==> config.mk <==
export PLATFORM = sky130hd
export DESIGN_NAME = bresenham_line_pixel_stepper_top
export DESIGN_NICKNAME = d
export VERILOG_FILES = /design/src/rtl/blps_pkg.sv /design/src/rtl/blps_step.sv /design/src/rtl/blps_addr.sv /design/src/rtl/bresenham_line_pixel_stepper_top.sv
export SDC_FILE = /design/constraint.sdc
export NUM_CORES = 1
export LEC_CHECK = 0
export ABC_CLOCK_PERIOD_IN_PS = 10020
export BUFFER_PORTS_ARGS = -buffer_cell sky130_fd_sc_hd__buf_2
export CELL_PAD_IN_SITES_DETAIL_PLACEMENT = 0
export CELL_PAD_IN_SITES_GLOBAL_PLACEMENT = 1
export CORE_MARGIN = 5
export CORE_UTILIZATION = 51
export DETAILED_ROUTE_END_ITERATION = 8
export PLACE_DENSITY_LB_ADDON = 0.1
export SLEW_MARGIN = 20
export SYNTH_ARGS = -nofsm -noshare
export SYNTH_HDL_FRONTEND = slang
export SYNTH_SLANG_ARGS = --single-unit
==> constraint.sdc <==
create_clock -name clk -period 10.02 [get_ports clk]
set_input_delay 0.501 -clock clk [delete_from_list [all_inputs] [get_ports clk]]
set_output_delay 0.501 -clock clk [all_outputs]
set_load 0.02 [all_outputs]
==> src/rtl/blps_pkg.sv <==
// shared types and constants of the line pixel stepper
`default_nettype none

package blps_pkg;

  // input item kinds carried in tuser
  typedef enum logic {
    OP_LOAD = 1'b0,
    OP_STEP = 1'b1
  } op_t;

  localparam int COORD_W = 16;
  localparam int COLOR_W = 32;
  localparam int LEN_W   = 17;
  localparam int ERR_W   = 18;
  localparam int ADDR_W  = 23;
  localparam int IN_DATA_W  = 96;
  localparam int OUT_DATA_W = 88;

  // one accepted input transaction
  typedef struct packed {
    op_t                       op;
    logic signed [COORD_W-1:0] start_x;
    logic signed [COORD_W-1:0] start_y;
    logic signed [COORD_W-1:0] end_x;
    logic signed [COORD_W-1:0] end_y;
    logic [COLOR_W-1:0]        line_color;
  } line_item_t;

  // one stepped pixel before clipping
  typedef struct packed {
    logic signed [COORD_W-1:0] x;
    logic signed [COORD_W-1:0] y;
    logic [COLOR_W-1:0]        color;
    logic                      last;
  } pixel_t;

endpackage

`default_nettype wire

==> src/rtl/blps_step.sv <==
// line setup and per-pixel stepping with the error term
`default_nettype none

module blps_step
  import blps_pkg::*;
(
  input  wire logic       clk,
  input  wire logic       rst_n,
  input  wire logic       item_valid,
  input  wire line_item_t item,
  output logic            item_ready,
  output logic            pix_valid,
  output pixel_t          pix,
  input  wire logic       pix_ready
);

  logic signed [COORD_W-1:0] cur_x_r, cur_x_nxt;
  logic signed [COORD_W-1:0] cur_y_r, cur_y_nxt;
  logic [LEN_W-1:0]          major_len_r, major_len_nxt;
  logic [LEN_W-1:0]          minor_len_r, minor_len_nxt;
  logic [ERR_W-1:0]          error_acc_r, error_acc_nxt;
  logic [LEN_W-1:0]          steps_left_r, steps_left_nxt;
  logic                      x_dir_neg_r, x_dir_neg_nxt;
  logic                      y_dir_neg_r, y_dir_neg_nxt;
  logic                      x_is_major_r, x_is_major_nxt;
  logic [COLOR_W-1:0]        held_color_r, held_color_nxt;
  logic                      line_active_r, line_active_nxt;
  logic                      first_pending_r, first_pending_nxt;
  logic                      pix_valid_r, pix_valid_nxt;
  pixel_t                    pix_r, pix_nxt;

  logic                      fire;
  logic signed [LEN_W-1:0]   dx, dy;
  logic [LEN_W-1:0]          ax, ay;
  logic                      x_major;
  logic [ERR_W-1:0]          err_sum;
  logic                      minor_step;
  logic signed [COORD_W-1:0] x_inc, y_inc;

  assign item_ready = !pix_valid_r || pix_ready;
  assign fire       = item_valid && item_ready;
  assign pix_valid  = pix_valid_r;
  assign pix        = pix_r;

  // line setup terms
  always_comb begin
    dx = LEN_W'(item.end_x) - LEN_W'(item.start_x);
    dy = LEN_W'(item.end_y) - LEN_W'(item.start_y);
    ax = dx[LEN_W-1] ? LEN_W'(-dx) : LEN_W'(dx);
    ay = dy[LEN_W-1] ? LEN_W'(-dy) : LEN_W'(dy);
    x_major = ax > ay;
  end

  // error term and unit moves for the next pixel
  always_comb begin
    err_sum    = error_acc_r + ERR_W'(minor_len_r);
    minor_step = err_sum >= ERR_W'(major_len_r);
    x_inc      = x_dir_neg_r ? -16'sd1 : 16'sd1;
    y_inc      = y_dir_neg_r ? -16'sd1 : 16'sd1;
  end

  // next state
  always_comb begin
    cur_x_nxt         = cur_x_r;
    cur_y_nxt         = cur_y_r;
    major_len_nxt     = major_len_r;
    minor_len_nxt     = minor_len_r;
    error_acc_nxt     = error_acc_r;
    steps_left_nxt    = steps_left_r;
    x_dir_neg_nxt     = x_dir_neg_r;
    y_dir_neg_nxt     = y_dir_neg_r;
    x_is_major_nxt    = x_is_major_r;
    held_color_nxt    = held_color_r;
    line_active_nxt   = line_active_r;
    first_pending_nxt = first_pending_r;
    pix_valid_nxt     = pix_valid_r && !pix_ready;
    pix_nxt           = pix_r;

    if (fire) begin
      pix_valid_nxt = 1'b0;
      if (item.op == OP_LOAD) begin
        cur_x_nxt         = item.start_x;
        cur_y_nxt         = item.start_y;
        x_dir_neg_nxt     = !(dx > 0);
        y_dir_neg_nxt     = !(dy > 0);
        x_is_major_nxt    = x_major;
        major_len_nxt     = x_major ? ax : ay;
        minor_len_nxt     = x_major ? ay : ax;
        error_acc_nxt     = ERR_W'(major_len_nxt >> 1);
        steps_left_nxt    = major_len_nxt;
        held_color_nxt    = item.line_color;
        line_active_nxt   = 1'b1;
        first_pending_nxt = 1'b1;
      end else if (line_active_r) begin
        if (first_pending_r) begin
          first_pending_nxt = 1'b0;
        end else begin
          error_acc_nxt = minor_step ? err_sum - ERR_W'(major_len_r) : err_sum;
          if (x_is_major_r) begin
            cur_x_nxt = cur_x_r + x_inc;
            if (minor_step) cur_y_nxt = cur_y_r + y_inc;
          end else begin
            cur_y_nxt = cur_y_r + y_inc;
            if (minor_step) cur_x_nxt = cur_x_r + x_inc;
          end
          if (steps_left_r != '0) steps_left_nxt = steps_left_r - 1'b1;
        end
        pix_valid_nxt = 1'b1;
        pix_nxt.x     = cur_x_nxt;
        pix_nxt.y     = cur_y_nxt;
        pix_nxt.color = held_color_r;
        pix_nxt.last  = steps_left_nxt == '0;
        if (steps_left_nxt == '0) line_active_nxt = 1'b0;
      end
    end
  end

  // state and result register
  always_ff @(posedge clk) begin
    if (!rst_n) begin
      cur_x_r         <= '0;
      cur_y_r         <= '0;
      major_len_r     <= '0;
      minor_len_r     <= '0;
      error_acc_r     <= '0;
      steps_left_r    <= '0;
      x_dir_neg_r     <= 1'b0;
      y_dir_neg_r     <= 1'b0;
      x_is_major_r    <= 1'b0;
      held_color_r    <= '0;
      line_active_r   <= 1'b0;
      first_pending_r <= 1'b0;
      pix_valid_r     <= 1'b0;
    end else begin
      cur_x_r         <= cur_x_nxt;
      cur_y_r         <= cur_y_nxt;
      major_len_r     <= major_len_nxt;
      minor_len_r     <= minor_len_nxt;
      error_acc_r     <= error_acc_nxt;
      steps_left_r    <= steps_left_nxt;
      x_dir_neg_r     <= x_dir_neg_nxt;
      y_dir_neg_r     <= y_dir_neg_nxt;
      x_is_major_r    <= x_is_major_nxt;
      held_color_r    <= held_color_nxt;
      line_active_r   <= line_active_nxt;
      first_pending_r <= first_pending_nxt;
      pix_valid_r     <= pix_valid_nxt;
    end
    pix_r <= pix_nxt;
  end

endmodule

`default_nettype wire

==> src/rtl/blps_addr.sv <==
// canvas clip and framebuffer address, registered onto the output stream
`default_nettype none

module blps_addr
  import blps_pkg::*;
#(
  parameter int CANVAS_SIDE = 2560
) (
  input  wire logic                    clk,
  input  wire logic                    rst_n,
  input  wire logic                    pix_valid,
  input  wire pixel_t                  pix,
  output logic                         pix_ready,
  output logic                         out_tvalid,
  input  wire logic                    out_tready,
  output logic [OUT_DATA_W-1:0]        out_tdata,
  output logic                         out_tuser,
  output logic                         out_tlast
);

  localparam int IDX_W  = 13;
  localparam int FULL_W = 2 * IDX_W - 1;

  logic                  out_valid_r, out_valid_nxt;
  logic [OUT_DATA_W-1:0] data_r, data_nxt;
  logic                  in_canvas_r, in_canvas_nxt;
  logic                  last_r, last_nxt;
  logic                  fire;
  logic                  in_canvas;
  logic [FULL_W-1:0]     addr_full;
  logic [ADDR_W-1:0]     addr;

  assign pix_ready  = !out_valid_r || out_tready;
  assign fire       = pix_valid && pix_ready;
  assign out_tvalid = out_valid_r;
  assign out_tdata  = data_r;
  assign out_tuser  = in_canvas_r;
  assign out_tlast  = last_r;

  // clip against the square canvas and form y*side+x
  always_comb begin
    in_canvas = !pix.x[COORD_W-1] && (pix.x[COORD_W-2:0] < (COORD_W-1)'(CANVAS_SIDE)) &&
                !pix.y[COORD_W-1] && (pix.y[COORD_W-2:0] < (COORD_W-1)'(CANVAS_SIDE));
    addr_full = FULL_W'(pix.y[IDX_W-1:0]) * FULL_W'(CANVAS_SIDE) +
                FULL_W'(pix.x[IDX_W-1:0]);
    addr = in_canvas ? addr_full[ADDR_W-1:0] : '0;
  end

  always_comb begin
    out_valid_nxt = fire ? 1'b1 : (out_valid_r && !out_tready);
    data_nxt      = fire ? {1'b0, pix.color, addr, pix.y, pix.x} : data_r;
    in_canvas_nxt = fire ? in_canvas : in_canvas_r;
    last_nxt      = fire ? pix.last : last_r;
  end

  // output register
  always_ff @(posedge clk) begin
    if (!rst_n) begin
      out_valid_r <= 1'b0;
    end else begin
      out_valid_r <= out_valid_nxt;
    end
    data_r      <= data_nxt;
    in_canvas_r <= in_canvas_nxt;
    last_r      <= last_nxt;
  end

endmodule

`default_nettype wire

==> src/rtl/bresenham_line_pixel_stepper_top.sv <==
// top level of the line pixel stepper: input register, stepper, clip and address stage
`default_nettype none

// Line rasterizer. A load transaction (tuser = 0) brings start and end points
// and a color and gives no output; each step transaction (tuser = 1) then
// gives one pixel, start point first, with tlast on the end point. A step with
// no line loaded gives nothing, and a load replaces any line under way. One
// transaction is taken every clock while the output is not stalled; a pixel
// leaves through the input register, stepper register and address register.
// The stepper register holds the line state, so each step's error update and
// unit move are done together by its next-state logic. Pixels outside the
// CANVAS_SIDE square carry tuser = 0 and address 0.

module bresenham_line_pixel_stepper_top
  import blps_pkg::*;
#(
  parameter int CANVAS_SIDE = 2560
) (
  input  wire logic                  clk,
  input  wire logic                  rst_n,
  input  wire logic                  in_tvalid,
  output logic                       in_tready,
  // start_x, start_y, end_x, end_y, line_color
  input  wire logic [IN_DATA_W-1:0]  in_tdata,
  // operation
  input  wire logic                  in_tuser,
  output logic                       out_tvalid,
  input  wire logic                  out_tready,
  // pixel_x, pixel_y, pixel_address, pixel_color, zero pad
  output logic [OUT_DATA_W-1:0]      out_tdata,
  // inside_res
  output logic                       out_tuser,
  output logic                       out_tlast
);

  logic       in_valid_r, in_valid_nxt;
  line_item_t item_r, item_nxt;
  logic       step_ready;
  logic       pix_valid;
  pixel_t     pix;
  logic       pix_ready;

  assign in_tready = !in_valid_r || step_ready;

  // input register
  always_comb begin
    in_valid_nxt = in_tready ? in_tvalid : in_valid_r;
    item_nxt     = item_r;
    if (in_tvalid && in_tready) begin
      item_nxt.op         = op_t'(in_tuser);
      item_nxt.start_x    = in_tdata[15:0];
      item_nxt.start_y    = in_tdata[31:16];
      item_nxt.end_x      = in_tdata[47:32];
      item_nxt.end_y      = in_tdata[63:48];
      item_nxt.line_color = in_tdata[95:64];
    end
  end

  always_ff @(posedge clk) begin
    if (!rst_n) begin
      in_valid_r <= 1'b0;
    end else begin
      in_valid_r <= in_valid_nxt;
    end
    item_r <= item_nxt;
  end

  blps_step u_step (
    .clk        (clk),
    .rst_n      (rst_n),
    .item_valid (in_valid_r),
    .item       (item_r),
    .item_ready (step_ready),
    .pix_valid  (pix_valid),
    .pix        (pix),
    .pix_ready  (pix_ready)
  );

  blps_addr #(
    .CANVAS_SIDE (CANVAS_SIDE)
  ) u_addr (
    .clk        (clk),
    .rst_n      (rst_n),
    .pix_valid  (pix_valid),
    .pix        (pix),
    .pix_ready  (pix_ready),
    .out_tvalid (out_tvalid),
    .out_tready (out_tready),
    .out_tdata  (out_tdata),
    .out_tuser  (out_tuser),
    .out_tlast  (out_tlast)
  );

endmodule

`default_nettype wire

### Word-level counts from Yosys, hierarchy flattened

Index checks and enable logic that the tools add are counted.

| storage, ports and cells | value |
|---|---|
| bits in registers | 392 |
| latch bits | 0 |
| bits in writable memories | 0 |
| bits in read-only memories | 0 |
| bits of input ports | 101 |
| output and inout bits | 92 |
| logic and storage cells | 111 |
| memories kept | 0 |

| cells by class | value |
|---|---|
| $add $sub $neg | 10 |
| $mul | 1 |
| div/mod/pow operators | 0 |
| magnitude comparators | 6 |
| equality and inequality tests | 2 |
| shift-type cells | 0 |
| muxes and demuxes | 36 |
| bitwise operators | 1 |
| reduce and logical (&&, ||, !) cells | 26 |

Operators by type and width:

| kind | number |
|---|---|
| 16-bit two-way mux | 12 |
| 17-bit two-way mux | 11 |
| 18-bit two-way mux | 4 |
| 17-bit by 1-bit greater-than comparator with 1-bit output, second input constant | 2 |
| 17-bit negation | 2 |
| 16-bit by 16-bit subtractor with 17-bit output | 2 |
| 16-bit adder | 2 |
| 15-bit by 12-bit < comparator with 1-bit output, second input constant | 2 |
| 23-bit by 13-bit adder with 23-bit output | 1 |
| 18-bit by 17-bit adder with 18-bit output | 1 |
| 18-bit by 17-bit greater-or-equal comparator with 1-bit output | 1 |
| 18-bit by 17-bit subtractor with 18-bit output | 1 |
| 17-bit greater-than comparator | 1 |
| 17-bit logical NOT | 1 |
| 17-bit nonzero test | 1 |
| 17-bit by 1-bit subtractor with 17-bit output, second input constant | 1 |
| 13-bit by 3-bit multiplier with 14-bit output, second input constant | 1 |
| 1-bit logical NOT | 9 |
| 1-bit two-way mux | 9 |
| 1-bit logical AND | 8 |
| 3-bit AND reduction | 2 |
| 2-bit AND reduction | 2 |
| 1-bit logical OR | 3 |
| 2-bit by 1-bit inequality test with 1-bit output, second input constant | 1 |
| 2 further kinds | 2 |

### Longest topological paths before layout

| logic depth | value |
|---|---|
| word-level depth | 10 |
| depth in mapped cells | 25 |
| depth with buffers taken out | 22 |

### By module

A second synthesis with hierarchy kept.

| unflattened totals | value |
|---|---|
| cell total of the unflattened synthesis | 2179 |
| area, all modules | 21828.4 sq um |

By module, submodules not included:

| module | instances | cells each | area an instance (sq um) |
|---|---|---|---|
| blps_step | 1 | 1829 | 14953.1 |
| blps_addr | 1 | 248 | 3905.0 |
| bresenham_line_pixel_stepper_top | 1 | 102 | 2970.3 |

### Worst setup path before layout

Ideal clock, no wire load.

| timing path | value |
|---|---|
| path kind | register -> register |
| start point | reg u_step.pix_valid_r, in the netlist u_step.pix_valid |
| end point | reg item_r[0] (netlist name), enable pin |
| arrival | 5606 ps |
| required time | 9409 ps |
| slack | 3804 ps |
| cell stages (with the launch flop) | 2 |
| clock period less this slack | 6216 ps |
| cells stage by stage | dfxtp_1 a31oi_1 |

| between the ends | value |
|---|---|
| cells in the longest elaborated chain, start to end | 4 |

RTL lines:

| item | line | source |
|---|---|---|
| start: declaration | blps_step.sv:29 | `logic pix_valid_r, pix_valid_nxt;` |
| start signal: assignment | blps_step.sv:147 | `pix_valid_r <= pix_valid_nxt;` |
| 1-bit logical NOT | blps_step.sv:40 | `assign item_ready = !pix_valid_r \|\| pix_ready;` |
| 1-bit logical OR | blps_step.sv:40 |  |
| 1-bit logical OR | bresenham_line_pixel_stepper_top.sv:43 | `assign in_tready = !in_valid_r \|\| step_ready;` |
| 1-bit logical AND | bresenham_line_pixel_stepper_top.sv:49 | `if (in_tvalid && in_tready) begin` |
| end signal: assignment | bresenham_line_pixel_stepper_top.sv:65 | `item_r <= item_nxt;` |
| end: declaration | bresenham_line_pixel_stepper_top.sv:37 | `line_item_t item_r, item_nxt;` |

No other way between the ends.
A chain may end at the register's enable or synchronous reset.

### Final worst setup path

| timing path | value |
|---|---|
| start point | reg item_r[85] (netlist name) |
| end point | reg u_step.steps_left_r[4] |

| between the ends | value |
|---|---|
| cells in the longest elaborated chain, start to end | 6 |

RTL lines:

| item | line | source |
|---|---|---|
| 16-bit by 16-bit subtractor with 17-bit output (*) | blps_step.sv:47 | `dx = LEN_W'(item.end_x) - LEN_W'(item.start_x);` |
| 17-bit negation | blps_step.sv:49 | `ax = dx[LEN_W-1] ? LEN_W'(-dx) : LEN_W'(dx);` |
| 17-bit two-way mux (*) | blps_step.sv:49 |  |
| 17-bit greater-than comparator | blps_step.sv:51 | `x_major = ax > ay;` |
| 17-bit two-way mux (*) | blps_step.sv:87 | `major_len_nxt = x_major ? ax : ay;` |
| 17-bit two-way mux (*) | blps_step.sv:81 | `if (item.op == OP_LOAD) begin` |
| end signal: assignment | blps_step.sv:140 | `steps_left_r <= steps_left_nxt;` |
| end: declaration | blps_step.sv:22 | `logic [LEN_W-1:0] steps_left_r, steps_left_nxt;` |

Mark *: on every way between the ends. The rest lies on a longest branch, timed or not.

==> run summary <==
status - completed
maximum root-to-sink buffer count - 3
CTS tree - yes
Max-slew headroom - 22.35%
max-cap viol count - 0
Fillers - 3627
Buf+Inv Stages, Crit Path - 2
Least-Margin Pin Slew - 1.153 ns
final slew viol count - 0
post-synthesis net count - 2387
Worst Path Required - 10.48 ns
worst-path fanout max - 23
worst reg2reg path depth - 21
HPWL Detailed - 43.75 mm
r2r endpoint - u_step.steps_left_r[4]$_SDFFE_PN0P_
H-tree lvl count - 2
# setup viols final - 0
total CTS buffers - 42
Seq/Total Area, Yosys - 48.36%
drc violations - 0
Die X - 215.0 um
Vias - 16800
Yosys reg bits - 392
post-synthesis area per instance - 10.02 sq um
PwrDens - 249.8 mW/mm^2
Syn Inst Count - 2139
largest net degree at the start of global routing - 82
hold_sp - in_tdata[69]
hold violation total from the final report - 0
die area - 0.04621 sq mm
synthesized area - 0.02142 sq mm
share of layout cells above drive strength 1 - 13.78%
Ys Warns - 0
register area - 0.01036 sq mm
routed len/inst - 20.70 um
cells along the critical path - inv_1 > ha_1 > o21a_1 > o21ai_0 > a211oi_1 > o211a_1 > o21ai_1 > o21ai_0 > xnor2_1 > inv_1 > ha_1 > a21o_1 > a21oi_1 > nor2b_1 > o31ai_1 > a21oi_1 > a211o_1 > nand2_2 > mux2i_1 > nor2_1 > a2111oi_0
first-pass GRT wire length - 92.33 mm
die height - 215.0 um
Max IR drop VDD - 0.1650 mV
NumNets Final - 2550
CP top delay family - compound AO/OA/AOI/OAI gates
FP Rows - 75
flop2flop setup slack - 3.56 ns
Post-synth EDFFs - 251
Tot GR Track Use - 25.23%
Worst Hold Class - in -> reg
CTS Root Cell - clkbuf_16
Hold Path Depth - 1
gpl congestion - 0.9279
ys flop type - edfxtp_1
Crit path largest cell delay - 0.77 ns
starting density of the core - 51.30%
worst path arrival time - 6.91 ns
Worst path slowest cell - o21ai_1
Tot Pwr - 6.058 mW
core area - 0.04176 sq mm
Fmax achieved - 154.8 MHz
fin crit period - 6.458 ns
Fin Clk Skew - 0.02199 ns
clock sink count - 392
crit path launch - item_r[85]$_DFFE_PP_
period utilization - 64.45%
Worst Setup Slack post-DPL - 3.282 ns
IO buf count - 191
most frequent cells in the layout - edfxtp_1 (251), nand2_1 (241), buf_2 (191)
most common cell after layout, fill and taps aside - edfxtp_1
FF-to-FF Start - item_r[85]$_DFFE_PP_
Hold Buf Count CTS - 0
vias in the first global route - 16280
Syn-to-layout area delta - 13.19%
Crit Path Class - reg -> reg
CP startpoint kind - flop
Via density - 5.840
Crit. End Element - flop
setup ws final - 3.562 ns
Final TNS setup - 0 ns
DRT iter0 DRCs - 1366
grt total ovfl - 0
Top Ports - 193
Hold Path End - item_r[5]$_DFFE_PP_
asr flop ratio synth - 0%
Worst-path clk slew - 0.06 ns
Post-Route WL - 59.53 mm
Synth cell types - 86
initial antenna violation count - 2
Multi-input gate area - 0.01030 sq mm
RSZ-0062 raised after global routing - no
Worst-Skew Late Latency - 0.59 ns
total leakage power - 9.904 nW
setup bufs post-CTS - 0
antenna viol nets, final - 0
1st-pass router iterations - 5
cts repair resizes - 0
## how the worst max path moves through the flow
stage                                                endpoint  cells after the start
after floorplan                           item_r[0]$_DFFE_PP_                      1
after global placement     u_step.error_acc_r[8]$_SDFFE_PN0P_                     20
after detailed placement  u_step.steps_left_r[4]$_SDFFE_PN0P_                     21
after CTS                 u_step.steps_left_r[4]$_SDFFE_PN0P_                     21
after global routing      u_step.steps_left_r[4]$_SDFFE_PN0P_                     21
final                     u_step.steps_left_r[4]$_SDFFE_PN0P_                     21
## layout make-up
type	instances	share of cell area, %
antenna	1	0.01032
clock inverter	25	1.032
sequential	392	42.72
clock buffer	53	4.587
multi-input combinational	1534	42.48
inverter	124	1.919
tap	539	2.781
timing repair buffer	208	4.468
## registers in the layout (all words and copies together), names as in the netlist, 16 cells and up
name                 flops
u_step.cur_x_r          16
u_step.pix              65
u_addr.out_tdata        87
u_step.minor_len_r      17
u_step.error_acc_r      18
u_step.steps_left_r     17
item_r                  97
u_step.major_len_r      17
u_step.cur_y_r          16
u_step.held_color_r     32
## kinds of logic after synthesis
group	after synthesis	share of synthesized area, %
multiplexers	38	1.840
AO/OA/AOI/OAI	621	18.80
adder cells (fa/ha/maj)	147	8.865
XOR/XNOR	123	5.063
buffers and inverters	213	3.819
AND/OR/NAND/NOR	604	13.24
other	1	0.01750
flip-flops	392	48.36
## routing by layer
layer | wire length [um] | vias up | track usage [%]
met1 | 26190 | 7971 | 35.05
met5 | 13 | - | 0
met4 | 1464 | 2 | 7.687
met2 | 27680 | 570 | 41.07
li1 | - | 8173 | -
met3 | 4178 | 81 | 4.025
## synth_stat cells, types with 14 or more instances
cell,number,area share [%]
a211oi_1,26,0.91
a21o_1,43,1.5
a21oi_1,189,4.4
a31oi_1,21,0.61
and2_1,25,0.73
clkbuf_1,75,1.3
dfxtp_1,141,13
edfxtp_1,251,35
ha_1,139,8.1
inv_1,122,2.1
mux2i_1,27,1.3
nand2_1,243,4.3
nand2b_1,26,0.76
nand3_1,43,1.0
nand4_1,14,0.41
nor2_1,116,2.0
nor2b_1,20,0.58
nor3_1,39,0.91
nor4_1,16,0.47
o211ai_1,22,0.77
o21a_1,31,1.1
o21ai_0,118,2.8
o22ai_1,22,0.64
o31ai_1,18,0.63
or3_1,16,0.47
xnor2_1,64,2.6
xor2_1,58,2.4
## through the flow
| stage | util (%) | hold slack, ns | cells | cell area (sq um) |
|---|---|---|---|---|
| final | 58.07 | 0.08504 | 2876 | 24250 |
| after floorplan | - | 0.4003 | 2139 | 21420 |
| after detailed placement | 54.80 | 0.4045 | 2797 | 22880 |
| after CTS | 58.06 | 0.05788 | 2875 | 24240 |
| after global placement | 54.80 | 0.4005 | 2797 | 22880 |
| after global routing | 58.07 | 0.07176 | 2876 | 24250 |
## report_power, final
part	internal, mW	switching (mW)
logic	0.957	1.63
registers	1.85	0.0891
clock network	0.875	0.657
Note: power is estimated with default switching activity, not from simulation.
